==> src/rtl/soc_pkg.sv <==
// Shared types, opcode constants and opcode class tables for the script opcode checker.
// No dependencies; imported by the parser, the result register and the core.
`default_nettype none

package soc_pkg;

  localparam int unsigned CounterBitsDef   = 16;
  localparam int unsigned SizeBits         = 16;
  localparam logic [15:0] MaxSizeReset     = 16'd10000;

  localparam logic [7:0] OP_0              = 8'h00;
  localparam logic [7:0] OP_PUSHBYTES_1    = 8'h01;
  localparam logic [7:0] OP_PUSHBYTES_75   = 8'h4B;
  localparam logic [7:0] OP_PUSH_LEN1      = 8'h4C;
  localparam logic [7:0] OP_PUSH_LEN4      = 8'h4E;
  localparam logic [7:0] OP_1NEGATE        = 8'h4F;
  localparam logic [7:0] OP_IF             = 8'h63;
  localparam logic [7:0] OP_IF_NOT         = 8'h64;
  localparam logic [7:0] OP_IF_END         = 8'h68;

  typedef enum logic [3:0] {
    ST_OK          = 4'd0,
    ST_TOO_LARGE   = 4'd1,
    ST_SHORT_PUSH  = 4'd2,
    ST_PD1_LEN     = 4'd3,
    ST_PD1_DATA    = 4'd4,
    ST_PD2_LEN     = 4'd5,
    ST_PD2_DATA    = 4'd6,
    ST_PD4_LEN     = 4'd7,
    ST_PD4_DATA    = 4'd8,
    ST_STRAY_ENDIF = 4'd9,
    ST_DISABLED    = 4'd10,
    ST_UNKNOWN     = 4'd11,
    ST_OPEN_IF     = 4'd12
  } status_e;

  typedef enum logic [1:0] {
    MODE_OPCODE = 2'd0,
    MODE_LEN    = 2'd1,
    MODE_DATA   = 2'd2
  } mode_e;

  typedef enum logic [1:0] {
    PUSH_DIRECT = 2'd0,
    PUSH_PD1    = 2'd1,
    PUSH_PD2    = 2'd2,
    PUSH_PD4    = 2'd3
  } push_e;

  typedef struct packed {
    status_e     status;
    logic [15:0] offset;
    logic [7:0]  opcode;
    logic [15:0] depth;
  } verdict_t;

  function automatic logic is_disabled(input logic [7:0] op);
    is_disabled = (op >= 8'h7D && op <= 8'h81) || (op >= 8'h89 && op <= 8'h8B) ||
                  (op >= 8'h93 && op <= 8'h99);
  endfunction

  function automatic logic is_known(input logic [7:0] op);
    case (op)
      8'h00, 8'h51, 8'h52, 8'h63, 8'h64, 8'h67, 8'h68, 8'h69, 8'h6A, 8'h75,
      8'h76, 8'h7C, 8'h82, 8'h87, 8'h88, 8'hA9, 8'hAC, 8'hAE, 8'hB1,
      8'hB2: is_known = 1'b1;
      default: is_known = 1'b0;
    endcase
  endfunction

endpackage

`default_nettype wire

==> src/rtl/soc_in_stage.sv <==
// Input register of the script opcode checker: holds one accepted script byte.
// Depends on nothing but the clock and reset.
`default_nettype none

module soc_in_stage (
  input  wire logic       clk_i,
  input  wire logic       rst_ni,
  input  wire logic       s_valid_i,
  output logic            s_ready_o,
  input  wire logic [7:0] s_byte_i,
  input  wire logic       s_last_i,
  input  wire logic       take_i,
  output logic            valid_o,
  output logic [7:0]      byte_o,
  output logic            last_o
);

  logic       valid_q, valid_d;
  logic [7:0] byte_q;
  logic       last_q;
  logic       load;

  assign s_ready_o = !valid_q || take_i;
  assign load      = s_valid_i && s_ready_o;

  always_comb begin
    valid_d = valid_q;
    if (load) begin
      valid_d = 1'b1;
    end else if (take_i) begin
      valid_d = 1'b0;
    end
  end

  always_ff @(posedge clk_i or negedge rst_ni) begin
    if (!rst_ni) begin
      valid_q <= 1'b0;
    end else begin
      valid_q <= valid_d;
    end
  end

  always_ff @(posedge clk_i) begin
    if (load) begin
      byte_q <= s_byte_i;
      last_q <= s_last_i;
    end
  end

  assign valid_o = valid_q;
  assign byte_o  = byte_q;
  assign last_o  = last_q;

endmodule

`default_nettype wire

==> src/rtl/soc_parser.sv <==
// Per-script parse state and verdict logic of the script opcode checker.
// Depends on soc_pkg for opcode constants, status codes and class tables.
`default_nettype none

module soc_parser #(
  parameter int unsigned CounterBits = soc_pkg::CounterBitsDef
) (
  input  wire logic                             clk_i,
  input  wire logic                             rst_ni,
  input  wire logic                             fire_i,
  input  wire logic [7:0]                       byte_i,
  input  wire logic                             last_i,
  input  wire logic [soc_pkg::SizeBits-1:0]     max_size_i,
  output soc_pkg::verdict_t                     verdict_o
);
  import soc_pkg::*;

  localparam int unsigned CmpW = (CounterBits > SizeBits) ? CounterBits : SizeBits;

  mode_e                  mode_q, mode_d, mode_n;
  logic [2:0]             len_left_q, len_left_d, len_left_n;
  logic [31:0]            accum_q, accum_d, accum_n;
  logic [31:0]            data_left_q, data_left_d, data_left_n;
  logic [CounterBits-1:0] byte_cnt_q, byte_cnt_d, byte_cnt_n;
  logic [CounterBits-1:0] push_off_q, push_off_d, push_off_n;
  push_e                  push_kind_q, push_kind_d, push_kind_n;
  logic [CounterBits-1:0] if_depth_q, if_depth_d, if_depth_n;
  status_e                first_err_q, first_err_d, first_err_n;
  logic [CounterBits-1:0] fault_off_q, fault_off_d, fault_off_n;
  logic [7:0]             fault_op_q, fault_op_d, fault_op_n;

  logic [2:0]             len_total;
  logic [1:0]             lane;
  logic [CmpW-1:0]        cnt_ext, max_ext, depth_ext, push_off_ext, fault_off_ext, off_ext;
  logic [7:0]             kind_op;

  // Walk one byte through the parse state.
  always_comb begin
    mode_n      = mode_q;
    len_left_n  = len_left_q;
    accum_n     = accum_q;
    data_left_n = data_left_q;
    push_off_n  = push_off_q;
    push_kind_n = push_kind_q;
    if_depth_n  = if_depth_q;
    first_err_n = first_err_q;
    fault_off_n = fault_off_q;
    fault_op_n  = fault_op_q;
    byte_cnt_n  = (byte_cnt_q == '1) ? byte_cnt_q : byte_cnt_q + 1'b1;
    len_total   = (push_kind_q == PUSH_PD4) ? 3'd4 : {1'b0, push_kind_q};
    lane        = 2'(len_total - len_left_q);

    if (first_err_q == ST_OK) begin
      if (mode_q == MODE_LEN && len_left_q != '0 && push_kind_q != PUSH_DIRECT) begin
        accum_n[{lane, 3'b000} +: 8] = byte_i;
        len_left_n = len_left_q - 1'b1;
        if (len_left_n == '0) begin
          data_left_n = accum_n;
          mode_n      = (accum_n != '0) ? MODE_DATA : MODE_OPCODE;
        end
      end else if (mode_q == MODE_DATA && data_left_q != '0) begin
        data_left_n = data_left_q - 1'b1;
        if (data_left_n == '0) begin
          mode_n = MODE_OPCODE;
        end
      end else begin
        mode_n = MODE_OPCODE;
        if (byte_i >= OP_PUSHBYTES_1 && byte_i <= OP_PUSHBYTES_75) begin
          push_kind_n = PUSH_DIRECT;
          push_off_n  = byte_cnt_q;
          accum_n     = {24'd0, byte_i};
          data_left_n = {24'd0, byte_i};
          mode_n      = MODE_DATA;
        end else if (byte_i >= OP_PUSH_LEN1 && byte_i <= OP_PUSH_LEN4) begin
          push_kind_n = push_e'(2'(byte_i - OP_PUSHBYTES_75));
          push_off_n  = byte_cnt_q;
          accum_n     = '0;
          len_left_n  = (push_kind_n == PUSH_PD4) ? 3'd4 : {1'b0, push_kind_n};
          mode_n      = MODE_LEN;
        end else if (byte_i == OP_IF_END && if_depth_q == '0) begin
          first_err_n = ST_STRAY_ENDIF;
          fault_off_n = byte_cnt_q;
          fault_op_n  = byte_i;
        end else begin
          if (byte_i == OP_IF || byte_i == OP_IF_NOT) begin
            if_depth_n = (if_depth_q == '1) ? if_depth_q : if_depth_q + 1'b1;
          end else if (byte_i == OP_IF_END) begin
            if_depth_n = if_depth_q - 1'b1;
          end
          if (is_disabled(byte_i)) begin
            first_err_n = ST_DISABLED;
            fault_off_n = byte_cnt_q;
            fault_op_n  = byte_i;
          end else if (byte_i >= OP_1NEGATE && !is_known(byte_i)) begin
            first_err_n = ST_UNKNOWN;
            fault_off_n = byte_cnt_q;
            fault_op_n  = byte_i;
          end
        end
      end
    end
  end

  assign cnt_ext       = CmpW'(byte_cnt_n);
  assign max_ext       = CmpW'(max_size_i);
  assign depth_ext     = CmpW'(if_depth_n);
  assign push_off_ext  = CmpW'(push_off_n);
  assign fault_off_ext = CmpW'(fault_off_n);
  assign kind_op       = OP_PUSHBYTES_75 + {6'd0, push_kind_n};

  // Rank the faults: size first, then the frozen fault, then an open push, then open IF.
  always_comb begin
    verdict_o.status = ST_OK;
    verdict_o.opcode = '0;
    verdict_o.depth  = depth_ext[15:0];
    off_ext          = '0;
    if (cnt_ext > max_ext) begin
      verdict_o.status = ST_TOO_LARGE;
    end else if (first_err_n != ST_OK) begin
      verdict_o.status = first_err_n;
      off_ext          = fault_off_ext;
      verdict_o.opcode = fault_op_n;
    end else if (mode_n == MODE_LEN) begin
      off_ext          = push_off_ext;
      verdict_o.opcode = kind_op;
      case (push_kind_n)
        PUSH_PD1: verdict_o.status = ST_PD1_LEN;
        PUSH_PD2: verdict_o.status = ST_PD2_LEN;
        PUSH_PD4: verdict_o.status = ST_PD4_LEN;
        default:  verdict_o.status = ST_SHORT_PUSH;
      endcase
    end else if (mode_n == MODE_DATA) begin
      off_ext          = push_off_ext;
      verdict_o.opcode = kind_op;
      case (push_kind_n)
        PUSH_PD1: verdict_o.status = ST_PD1_DATA;
        PUSH_PD2: verdict_o.status = ST_PD2_DATA;
        PUSH_PD4: verdict_o.status = ST_PD4_DATA;
        default: begin
          verdict_o.status = ST_SHORT_PUSH;
          verdict_o.opcode = accum_n[7:0];
        end
      endcase
    end else if (if_depth_n != '0) begin
      verdict_o.status = ST_OPEN_IF;
    end
    verdict_o.offset = off_ext[15:0];
  end

  // Clear all per-script state when the last byte of a script is taken.
  always_comb begin
    if (last_i) begin
      mode_d      = MODE_OPCODE;
      len_left_d  = '0;
      accum_d     = '0;
      data_left_d = '0;
      byte_cnt_d  = '0;
      push_off_d  = '0;
      push_kind_d = PUSH_DIRECT;
      if_depth_d  = '0;
      first_err_d = ST_OK;
      fault_off_d = '0;
      fault_op_d  = '0;
    end else begin
      mode_d      = mode_n;
      len_left_d  = len_left_n;
      accum_d     = accum_n;
      data_left_d = data_left_n;
      byte_cnt_d  = byte_cnt_n;
      push_off_d  = push_off_n;
      push_kind_d = push_kind_n;
      if_depth_d  = if_depth_n;
      first_err_d = first_err_n;
      fault_off_d = fault_off_n;
      fault_op_d  = fault_op_n;
    end
  end

  always_ff @(posedge clk_i or negedge rst_ni) begin
    if (!rst_ni) begin
      mode_q      <= MODE_OPCODE;
      len_left_q  <= '0;
      accum_q     <= '0;
      data_left_q <= '0;
      byte_cnt_q  <= '0;
      push_off_q  <= '0;
      push_kind_q <= PUSH_DIRECT;
      if_depth_q  <= '0;
      first_err_q <= ST_OK;
      fault_off_q <= '0;
      fault_op_q  <= '0;
    end else if (fire_i) begin
      mode_q      <= mode_d;
      len_left_q  <= len_left_d;
      accum_q     <= accum_d;
      data_left_q <= data_left_d;
      byte_cnt_q  <= byte_cnt_d;
      push_off_q  <= push_off_d;
      push_kind_q <= push_kind_d;
      if_depth_q  <= if_depth_d;
      first_err_q <= first_err_d;
      fault_off_q <= fault_off_d;
      fault_op_q  <= fault_op_d;
    end
  end

`ifndef ASSERT_OFF
  a_data_left_nonzero: assert property (@(posedge clk_i) disable iff (!rst_ni)
    mode_q == MODE_DATA |-> data_left_q != '0)
    else $error("data mode with no data bytes left");

  a_len_mode_sane: assert property (@(posedge clk_i) disable iff (!rst_ni)
    mode_q == MODE_LEN |-> push_kind_q != PUSH_DIRECT && len_left_q != '0 &&
                           len_left_q <= 3'd4)
    else $error("length mode with bad push kind or count");

  a_clear_after_verdict: assert property (@(posedge clk_i) disable iff (!rst_ni)
    fire_i && last_i |=> byte_cnt_q == '0 && first_err_q == ST_OK && if_depth_q == '0)
    else $error("script state not cleared after verdict");

  a_fault_freezes: assert property (@(posedge clk_i) disable iff (!rst_ni)
    first_err_q != ST_OK && !(fire_i && last_i) |=>
      $stable(if_depth_q) && $stable(mode_q) && $stable(first_err_q))
    else $error("parse state moved after first fault");
`endif

endmodule

`default_nettype wire

==> src/rtl/soc_out_stage.sv <==
// Result register of the script opcode checker: holds one verdict until taken.
// Depends on soc_pkg for the verdict type.
`default_nettype none

module soc_out_stage (
  input  wire logic              clk_i,
  input  wire logic              rst_ni,
  input  wire logic              load_i,
  input  wire soc_pkg::verdict_t verdict_i,
  output logic                   can_load_o,
  output logic                   m_valid_o,
  input  wire logic              m_ready_i,
  output logic [47:0]            m_data_o
);
  import soc_pkg::*;

  logic     valid_q, valid_d;
  verdict_t res_q;

  assign can_load_o = !valid_q || m_ready_i;

  always_comb begin
    valid_d = valid_q;
    if (load_i) begin
      valid_d = 1'b1;
    end else if (m_ready_i) begin
      valid_d = 1'b0;
    end
  end

  always_ff @(posedge clk_i or negedge rst_ni) begin
    if (!rst_ni) begin
      valid_q <= 1'b0;
    end else begin
      valid_q <= valid_d;
    end
  end

  always_ff @(posedge clk_i) begin
    if (load_i) begin
      res_q <= verdict_i;
    end
  end

  assign m_valid_o = valid_q;
  assign m_data_o  = {4'd0, res_q.depth, res_q.opcode, res_q.offset, res_q.status};

endmodule

`default_nettype wire

==> src/rtl/script_opcode_checker_core.sv <==
// Path: an accepted script byte is held in the input register and parsed from there; the
// verdict of the last byte is registered in the result register, and a full one stalls it.
// Throughput: one byte per cycle while bytes are fed; a waiting verdict only
// stalls a further last byte, never the bytes of the following script.
// Reset (rst_ni low, asynchronous): pipeline empty, parse state cleared, max size 10000.
`default_nettype none

module script_opcode_checker_core #(
  parameter int unsigned CounterBits = soc_pkg::CounterBitsDef
) (
  input  wire logic                          clk_i,
  input  wire logic                          rst_ni,
  // script bytes in
  input  wire logic                          s_axis_tvalid,
  output logic                               s_axis_tready,
  input  wire logic [7:0]                    s_axis_tdata,   // [7:0] script_byte
  input  wire logic                          s_axis_tlast,   // last_byte
  // verdicts out
  output logic                               m_axis_tvalid,
  input  wire logic                          m_axis_tready,
  output logic [47:0]                        m_axis_tdata,   // [3:0] status,
                                                             // [19:4] error_offset,
                                                             // [27:20] error_opcode,
                                                             // [43:28] open_if_depth,
                                                             // [47:44] zero
  // script size limit register
  input  wire logic                          cfg_we_i,
  input  wire logic [soc_pkg::SizeBits-1:0]  cfg_wdata_i
);
  import soc_pkg::*;

  logic [SizeBits-1:0] max_size_q;
  logic                in_valid;
  logic [7:0]          in_byte;
  logic                in_last;
  logic                out_can_load;
  logic                fire;
  logic                load_result;
  verdict_t            verdict;

  // Write configuration only while idle (not enforced); loaded whenever enable is high.
  always_ff @(posedge clk_i or negedge rst_ni) begin
    if (!rst_ni) begin
      max_size_q <= MaxSizeReset;
    end else if (cfg_we_i) begin
      max_size_q <= cfg_wdata_i;
    end
  end

  // Advance the held word through the parser unless it is a last byte and the
  // result register is still full.
  assign fire        = in_valid && (!in_last || out_can_load);
  assign load_result = fire && in_last;

  soc_in_stage u_in_stage (
    .clk_i     (clk_i),
    .rst_ni    (rst_ni),
    .s_valid_i (s_axis_tvalid),
    .s_ready_o (s_axis_tready),
    .s_byte_i  (s_axis_tdata),
    .s_last_i  (s_axis_tlast),
    .take_i    (fire),
    .valid_o   (in_valid),
    .byte_o    (in_byte),
    .last_o    (in_last)
  );

  // Parse state walks one byte per fire; verdict is combinational from the new state.
  soc_parser #(
    .CounterBits (CounterBits)
  ) u_parser (
    .clk_i      (clk_i),
    .rst_ni     (rst_ni),
    .fire_i     (fire),
    .byte_i     (in_byte),
    .last_i     (in_last),
    .max_size_i (max_size_q),
    .verdict_o  (verdict)
  );

  // Hold the verdict until the sink takes it.
  soc_out_stage u_out_stage (
    .clk_i      (clk_i),
    .rst_ni     (rst_ni),
    .load_i     (load_result),
    .verdict_i  (verdict),
    .can_load_o (out_can_load),
    .m_valid_o  (m_axis_tvalid),
    .m_ready_i  (m_axis_tready),
    .m_data_o   (m_axis_tdata)
  );

`ifndef ASSERT_OFF
  a_no_overwrite: assert property (@(posedge clk_i) disable iff (!rst_ni)
    m_axis_tvalid && !m_axis_tready |-> !load_result)
    else $error("verdict overwritten while stalled");

  a_bytes_flow: assert property (@(posedge clk_i) disable iff (!rst_ni)
    in_valid && !in_last |-> s_axis_tready)
    else $error("input stalled behind a non-last word");

  a_verdict_shows: assert property (@(posedge clk_i) disable iff (!rst_ni)
    load_result |=> m_axis_tvalid)
    else $error("loaded verdict not presented");
`endif

endmodule

`default_nettype wire
==> config.mk <==
export PLATFORM = sky130hd
export DESIGN_NAME = script_opcode_checker_core
export DESIGN_NICKNAME = d
export VERILOG_FILES = /design/src/rtl/soc_pkg.sv /design/src/rtl/soc_in_stage.sv /design/src/rtl/soc_parser.sv /design/src/rtl/soc_out_stage.sv /design/src/rtl/script_opcode_checker_core.sv
export SDC_FILE = /design/constraint.sdc
export NUM_CORES = 1
export LEC_CHECK = 0
export BUFFER_PORTS_ARGS = -buffer_cell sky130_fd_sc_hd__buf_2
export CORE_MARGIN = 8
export CORE_UTILIZATION = 50
export DETAILED_ROUTE_END_ITERATION = 10
export GPL_ROUTABILITY_DRIVEN = 0
export PLACE_DENSITY_LB_ADDON = 0.15
export SYNTH_ARGS = -nofsm -noshare
export SYNTH_HDL_FRONTEND = slang
export SYNTH_HIERARCHICAL = 1
export SYNTH_SLANG_ARGS = --single-unit
==> constraint.sdc <==
create_clock -name clk_i -period 6.41 [get_ports clk_i]
set_input_delay 0.9615 -clock clk_i [delete_from_list [all_inputs] [get_ports clk_i]]
set_output_delay 0.9615 -clock clk_i [all_outputs]
set_load 0.03 [all_outputs]
==> out/qor.csv, run 1 <==
stage,metric,value,unit
critical_path,Critical Path RT,6620,ps
routing,post-detailed-route wirelength per cell,21.5,um
clocking,CTS tree,built,
clocking,post_cts resized,0,
logic_synthesis,Cells after Synth,1429,
routing,1st-pass router iterations,5,
final_layout,layout cell share with drive strength beyond 1,13.5,%
clocking,Max Root-Sink Buffers,3,
sta,Setup Skew,18.1,ps
global_route,gr ovfl total,0,
critical_path,"slowest stage delay, CP",1090,ps
sta,Slew @ Worst Pin,1310,ps
pwr,Max VDD drop,0.199,mV
sta,final setup fails,0,
final_layout,diode count,0,
critical_path,Critical Path AT,5620,ps
global_route,largest net degree at the start of global routing,76,
sta,setup slack after layout,1000,ps
final_layout,final net count,1506,
die,Core Rows,60,
final_layout,area of the multi-input gates,0.00699,mm2
sta,fin crit period,5410,ps
sta,Tcrit/Tclk final,84.4,%
critical_path,CP startpoint kind,flop,
critical_path,crit-path max FO,16,
sta,post-route setup TNS,0,ps
pwr,Pleak,6.36,nW
placement,number of buffers added on ports,75,
clocking,"Reg clk slew, reported paths",60,ps
critical_path,CP Capture Type,flop,
sta,headroom to the max-slew limit,11.3,%
global_route,vias in the first global route,11000,
die,total core area,0.0267,mm2
pwr,NetSw,2.07,mW
clocking,worst-skew pair later-pin latency,530,ps
die,top-level port count,80,
logic_synthesis,Netlist cell types,86,
pwr,Flop pwr share,33.6,%
routing,via count,11600,
final_layout,register area,0.00573,mm2
logic_synthesis,ys flop type,dfrtp_1,
sta,RSZ-0062 raised after global routing,false,
placement,hpwl dp,26200,um
placement,dpl ws,1150,ps
logic_synthesis,Netlist Area Pre-Place,0.0134,mm2
critical_path,CP Cell Sequence,"nand2b_1, ha_1, xnor2_1, xnor2_1, inv_1, ha_1, nor4b_1, a21oi_1, and4_1, nand4_1, nor4_1, nor2_1, nand2_1, xnor2_1, or2_1, o22ai_1",
pwr,Pint,3.15,mW
routing,post-DR vias/cell,6.46,
routing,DR iter-0 viols,1259,
pwr,Pwr Density,354,mW/mm2
clocking,CTS buffer count,25,
pwr,Logic pwr share,37.9,%
critical_path,"most used cell, CP",xnor2_1,
logic_synthesis,"EDFF count, synth",53,
critical_path,CP Class,reg2reg,
global_route,first-pass GRT wire length,61700,um
logic_synthesis,synthesis warning total,6,
clocking,Post-CTS Setup Repair Bufs,0,
pwr,clock network fraction of total power,28.4,%
routing,ANT nets after route,0,
pwr,Switching Share,39.7,%
outcome,outcome,finished clean,
sta,"Hold Vio Cnt, Final",0,
sta,max-slew violations,0,
logic_synthesis,"Seq/Total Area, Yosys",42.7,%
logic_synthesis,#FFs+latches synth,218,
critical_path,worst r2r path cells,16,
clocking,hold buffers post-CTS,0,
logic_synthesis,syn_area_per_cell,9.39,um2
clocking,clock tree root driver cell,clkbuf_16,
global_route,gr usage total,23.1,%
global_route,initial antenna violation count,0,
die,chip height,180,um
worst_hold_path,Worst Hold Class,in2async,
routing,# DRC,0,
clocking,Clock Sink Count,218,
die,Die Width,180,um
final_layout,# fillers,2339,
critical_path,slowest CP cell,nor4b_1,
clocking,H-tree levels,1,
die,Die ar.,0.0323,mm2
sta,Max Clk Rate,185,MHz
run,number of max-cap violations,0,
final_layout,P&R area growth vs syn,9.75,%
routing,overall routed net length,38600,um
die,Initial Util,50.3,%
logic_synthesis,ys async rst share,75.7,%
metal layers:
| layer | vias to the layer above | GRT usage [%] | part of all wire, % |
|---|---|---|---|
| met5 | - | 0 | 0 |
| met4 | 0 | 4.90 | 1.8 |
| met3 | 64 | 4.62 | 9.0 |
| met2 | 521 | 35.1 | 44 |
| met1 | 5655 | 33.6 | 46 |
| li1 | 5351 | - | - |
synthesized netlist by cell type (all sizes together) (32+ instances only):
cell / instances / area share (%)
a22o: 65 / 4.2
inv: 56 / 1.6
ha: 40 / 3.7
nor2: 98 / 2.7
o31ai: 38 / 2.1
edfxtp: 53 / 12
o21ai: 99 / 3.7
nor3: 32 / 1.2
a21oi: 87 / 3.2
clkbuf: 94 / 2.6
o22ai: 34 / 2.1
dfrtp: 160 / 30
nand2: 113 / 3.2
final timing paths:
kind / start / to / slack (ps)
max: u_parser/push_kind_q[1] / u_out_stage/m_data_o[6] / 1000
min: rst_ni / u_parser/accum_q[26] / 290
max reg2reg: u_parser/push_kind_q[1] / u_out_stage/m_data_o[6] / 1000
min reg2reg: u_parser/accum_q[11] / u_parser/accum_q[11] / 470
max in group asynchronous: rst_ni / max_size_q[14] / 4860
min in group clk_i: u_parser/accum_q[11] / u_parser/accum_q[11] / 470
critical path: cells and delay by family (launching register included):
| family | cells | cell delay (ps) |
|---|---|---|
| flip-flops | 1 | 430 |
| AO/OA/AOI/OAI | 2 | 480 |
| adder cells (fa/ha/maj) | 2 | 620 |
| XOR/XNOR | 3 | 620 |
| AND/OR/NAND/NOR | 8 | 2820 |
| buffers and inverters | 1 | 120 |
placed cells by master (no fill, tap or decap), types with 40 or more instances in the layout:
master      n
a21oi_1    87
a22o_1     65
buf_2      74
dfrtp_1   160
edfxtp_1   53
ha_1       40
inv_1      55
nand2_1   113
nor2_1     97
o21ai_0    94
cell families after synthesis:
family	share of synthesized area (%)
other	0.0280
buffers and inverters	5.50
adders and majority gates	3.73
and+or+nand+nor	17.9
DFF	42.7
xor gates and xnor gates	2.68
muxes	3.95
AOI/OAI and AO/OA	23.5
power groups by stage:
stage / clock network [mW] / registers [mW] / logic (mW)
finish: 1.48 / 1.76 / 1.98
detailed placement: 0 / 1.77 / 1.94
floorplan: 0 / 1.77 / 1.40
CTS: 1.52 / 1.75 / 1.94
global route: 1.58 / 1.77 / 2.13
global placement: 0 / 1.77 / 1.93
final cells by class:
| class | count | share of cell area (%) |
|---|---|---|
| tap | 341 | 2.90 |
| clock buffer | 27 | 4.30 |
| sequential | 218 | 38.9 |
| clock inverter | 18 | 1.43 |
| inverter | 57 | 1.45 |
| multi-input combinational | 1040 | 47.5 |
| timing repair buffer | 94 | 3.56 |
per-stage QoR:
stage	instance area, um2	hold WS (ps)	std cells	util, %	power [mW]
after CTS	14700	286	1795	55.3	5.22
final	14700	286	1795	55.3	5.22
after global placement	13900	458	1750	52.1	3.70
after floorplan	13400	441	1432	-	3.17
after global routing	14700	285	1795	55.3	5.48
after detailed placement	13900	458	1750	52.1	3.71
flip-flops by register name, indices dropped and copies added, names as in the netlist:
name,count
u_out_stage/m_data_o,44
u_parser/accum_q,32
u_parser/data_left_q,32
max_size_q,16
u_parser/byte_cnt_q,16
u_parser/fault_off_q,16
u_parser/if_depth_q,16
u_parser/push_off_q,16
u_in_stage/byte_o,8
u_parser/fault_op_q,8
u_parser/first_err_q,4
u_parser/len_left_q,3
u_parser/mode_q,2
u_parser/push_kind_q,2
u_in_stage/last_o,1
u_in_stage/valid_o,1
u_out_stage/m_valid_o,1
No activity file was read; power rests on OpenSTA's default activity.
==> run 2: changes to the inputs <==
==> constraint.sdc (replaced) <==
create_clock -name clk_i -period 4.9 [get_ports clk_i]
set_input_delay 0.735 -clock clk_i [delete_from_list [all_inputs] [get_ports clk_i]]
set_output_delay 0.735 -clock clk_i [all_outputs]
set_load 0.03 [all_outputs]
==> run 2 against run 1 <==
Clock power increased by 38%. Combinational power increased by 34%. Non-clock buffer count increased by 23. Count of clock-buffer cells in the layout increased by 8. First-iteration DRC count increased by 15%. Final cell count increased by 1.4%. Sequential share of layout area decreased by 0.69 points. Flip-flop and latch count unchanged. Clock skew decreased by 7.5 ps. Routed wire length increased by 1.8%. Sequential power increased by 30%. Largest power group unchanged. Highest routed layer unchanged.
==> out/qor.csv, run 2 (synthesized netlist as in run 1, its figures left out) <==
stage,metric,value,unit
pwr,Pwr Density,465,mW/mm2
routing,ANT nets after route,0,
global_route,gr busiest metal,met2,
pwr,Logic pwr share,38.0,%
global_route,initial antenna violation count,0,
pwr,Switching Share,39.2,%
sta,headroom to the max-slew limit,24.2,%
pwr,Pint,4.24,mW
global_route,first-pass GRT wire length,62800,um
pwr,Flop pwr share,32.8,%
final_layout,most frequent cells in the layout,"dfrtp_1 (159), nand2_1 (113), nor2_1 (96)",
critical_path,Critical Path AT,4960,ps
global_route,met3 usage,4.03,%
global_route,gr ovfl total,0,
sta,Max Clk Rate,213,MHz
placement,dpl ws,175,ps
pwr,NetSw,2.74,mW
critical_path,Critical Path RT,5170,ps
sta,max-slew violations,0,
clocking,Max Root-Sink Buffers,3,
global_route,gr usage total,23.6,%
critical_path,reg2reg setup slack,210,ps
die,Core Rows,60,
global_route,GRT met1 Usage,34.5,%
clocking,CTS tree,built,
global_route,vias in the first global route,11000,
placement,number of buffers added on ports,75,
pwr,clock network fraction of total power,29.2,%
clocking,Post-CTS Setup Repair Bufs,0,
sta,RSZ-0062 raised after global routing,false,
clocking,CTS buffer count,26,
critical_path,crit-path max FO,16,
critical_path,CP Class,reg2reg,
die,Die Width,180,um
final_layout,"commonest non-fill, non-tap cell in the layout",dfrtp_1,
pwr,Max VDD drop,0.293,mV
die,Initial Util,50.3,%
sta,fin crit period,4690,ps
die,chip height,180,um
outcome,outcome,finished clean,
sta,Setup Skew,10.7,ps
pwr,Pleak,6.50,nW
routing,# DRC,0,
sta,setup slack after layout,210,ps
critical_path,CP startpoint kind,flop,
final_layout,max reg flops,44,
sta,"Hold Vio Cnt, Final",0,
global_route,largest net degree at the start of global routing,90,
clocking,"Reg clk slew, reported paths",60,ps
final_layout,layout cell share with drive strength beyond 1,15.3,%
run,number of max-cap violations,0,
clocking,Clock Sink Count,218,
sta,final setup fails,0,
routing,via count,11600,
routing,post-DR vias/cell,6.35,
die,Die ar.,0.0323,mm2
final_layout,P&R area growth vs syn,11.8,%
final_layout,final net count,1530,
final_layout,diode count,0,
clocking,H-tree levels,1,
sta,hold slack,250,ps
sta,Slew @ Worst Pin,1140,ps
global_route,met2 Resource Use GR,35.8,%
pwr,Final Power,6.97,mW
critical_path,CP Capture Type,flop,
clocking,worst-skew pair later-pin latency,540,ps
placement,hpwl dp,27100,um
die,top-level port count,80,
sta,post-route setup TNS,0,ps
worst_hold_path,Worst Hold Class,in2async,
routing,overall routed net length,39300,um
routing,1st-pass router iterations,6,
die,total core area,0.0267,mm2
sta,Tcrit/Tclk final,95.7,%
routing,post-detailed-route wirelength per cell,21.6,um
clocking,clock tree root driver cell,clkbuf_16,
routing,DR iter-0 viols,1449,
## run 2: layer usage
layer	part of all wire (%)	wire length [um]	up-vias
met1	46	18000	5612
met2	44	17300	499
li1	-	-	5391
met5	0	0	-
met4	2.1	835	0
met3	8.2	3240	65
## run 2: cell type report
class                      count  area [um2]
fill                        2345       11700
multi-input combinational   1040        7010
sequential                   218        5730
clock buffer                  35         736
timing repair buffer         117         709
tap                          341         427
inverter                      57         214
clock inverter                13         170
## run 2: stage by stage
stage	util, %	cell area [um2]	std cells
after floorplan	-	13400	1432
after global placement	52.8	14100	1773
after detailed placement	52.8	14100	1773
after CTS	56.2	15000	1821
after global routing	56.3	15000	1821
final	56.3	15000	1821
## run 2: what timing repair did
action                                 in CTS  in global routing
setup endpoints to repair                   0                 19
gates resized for setup                     0                  5
endpoints found under the hold margin       0                  0
hold buffers                                0                  0
## run 2: path summary, 6_finish.rpt
| path | start | to | cells after the start |
|---|---|---|---|
| worst min-delay path | rst_ni | u_parser/accum_q[26] | 1 |
| min in group clk_i | s_axis_tdata[0] | u_in_stage/byte_o[0] | 1 |
| max in group asynchronous | rst_ni | u_parser/byte_cnt_q[4] | 2 |
| worst max-delay path | u_parser/push_kind_q[1] | u_out_stage/m_data_o[4] | 18 |
| worst max register to register | u_parser/push_kind_q[1] | u_out_stage/m_data_o[4] | 18 |
| worst min register to register | u_parser/accum_q[15] | u_parser/accum_q[15] | 2 |
## run 2: power groups by stage
stage / clock [mW] / sequential [mW] / combinational [mW]
after floorplan: 0 / 2.31 / 1.83
after global placement: 0 / 2.31 / 2.57
after detailed placement: 0 / 2.31 / 2.58
after CTS: 2.08 / 2.28 / 2.59
after global routing: 2.14 / 2.31 / 2.84
final: 2.04 / 2.28 / 2.65
## run 2: worst max-delay path: stages, from the launching register on
cell      delay [ps]
dfrtp_1          440
nand2b_1         180
ha_1             190
xnor2_1          140
xnor2_1          270
inv_1            140
ha_1             340
nor4b_1          200
buf_4            180
a21oi_1          320
nand4_1          130
or4_1            540
nor4_2           320
nor2_1           140
nand2_1          140
xnor2_1          190
or2_1            150
buf_4            290
o22ai_1          120
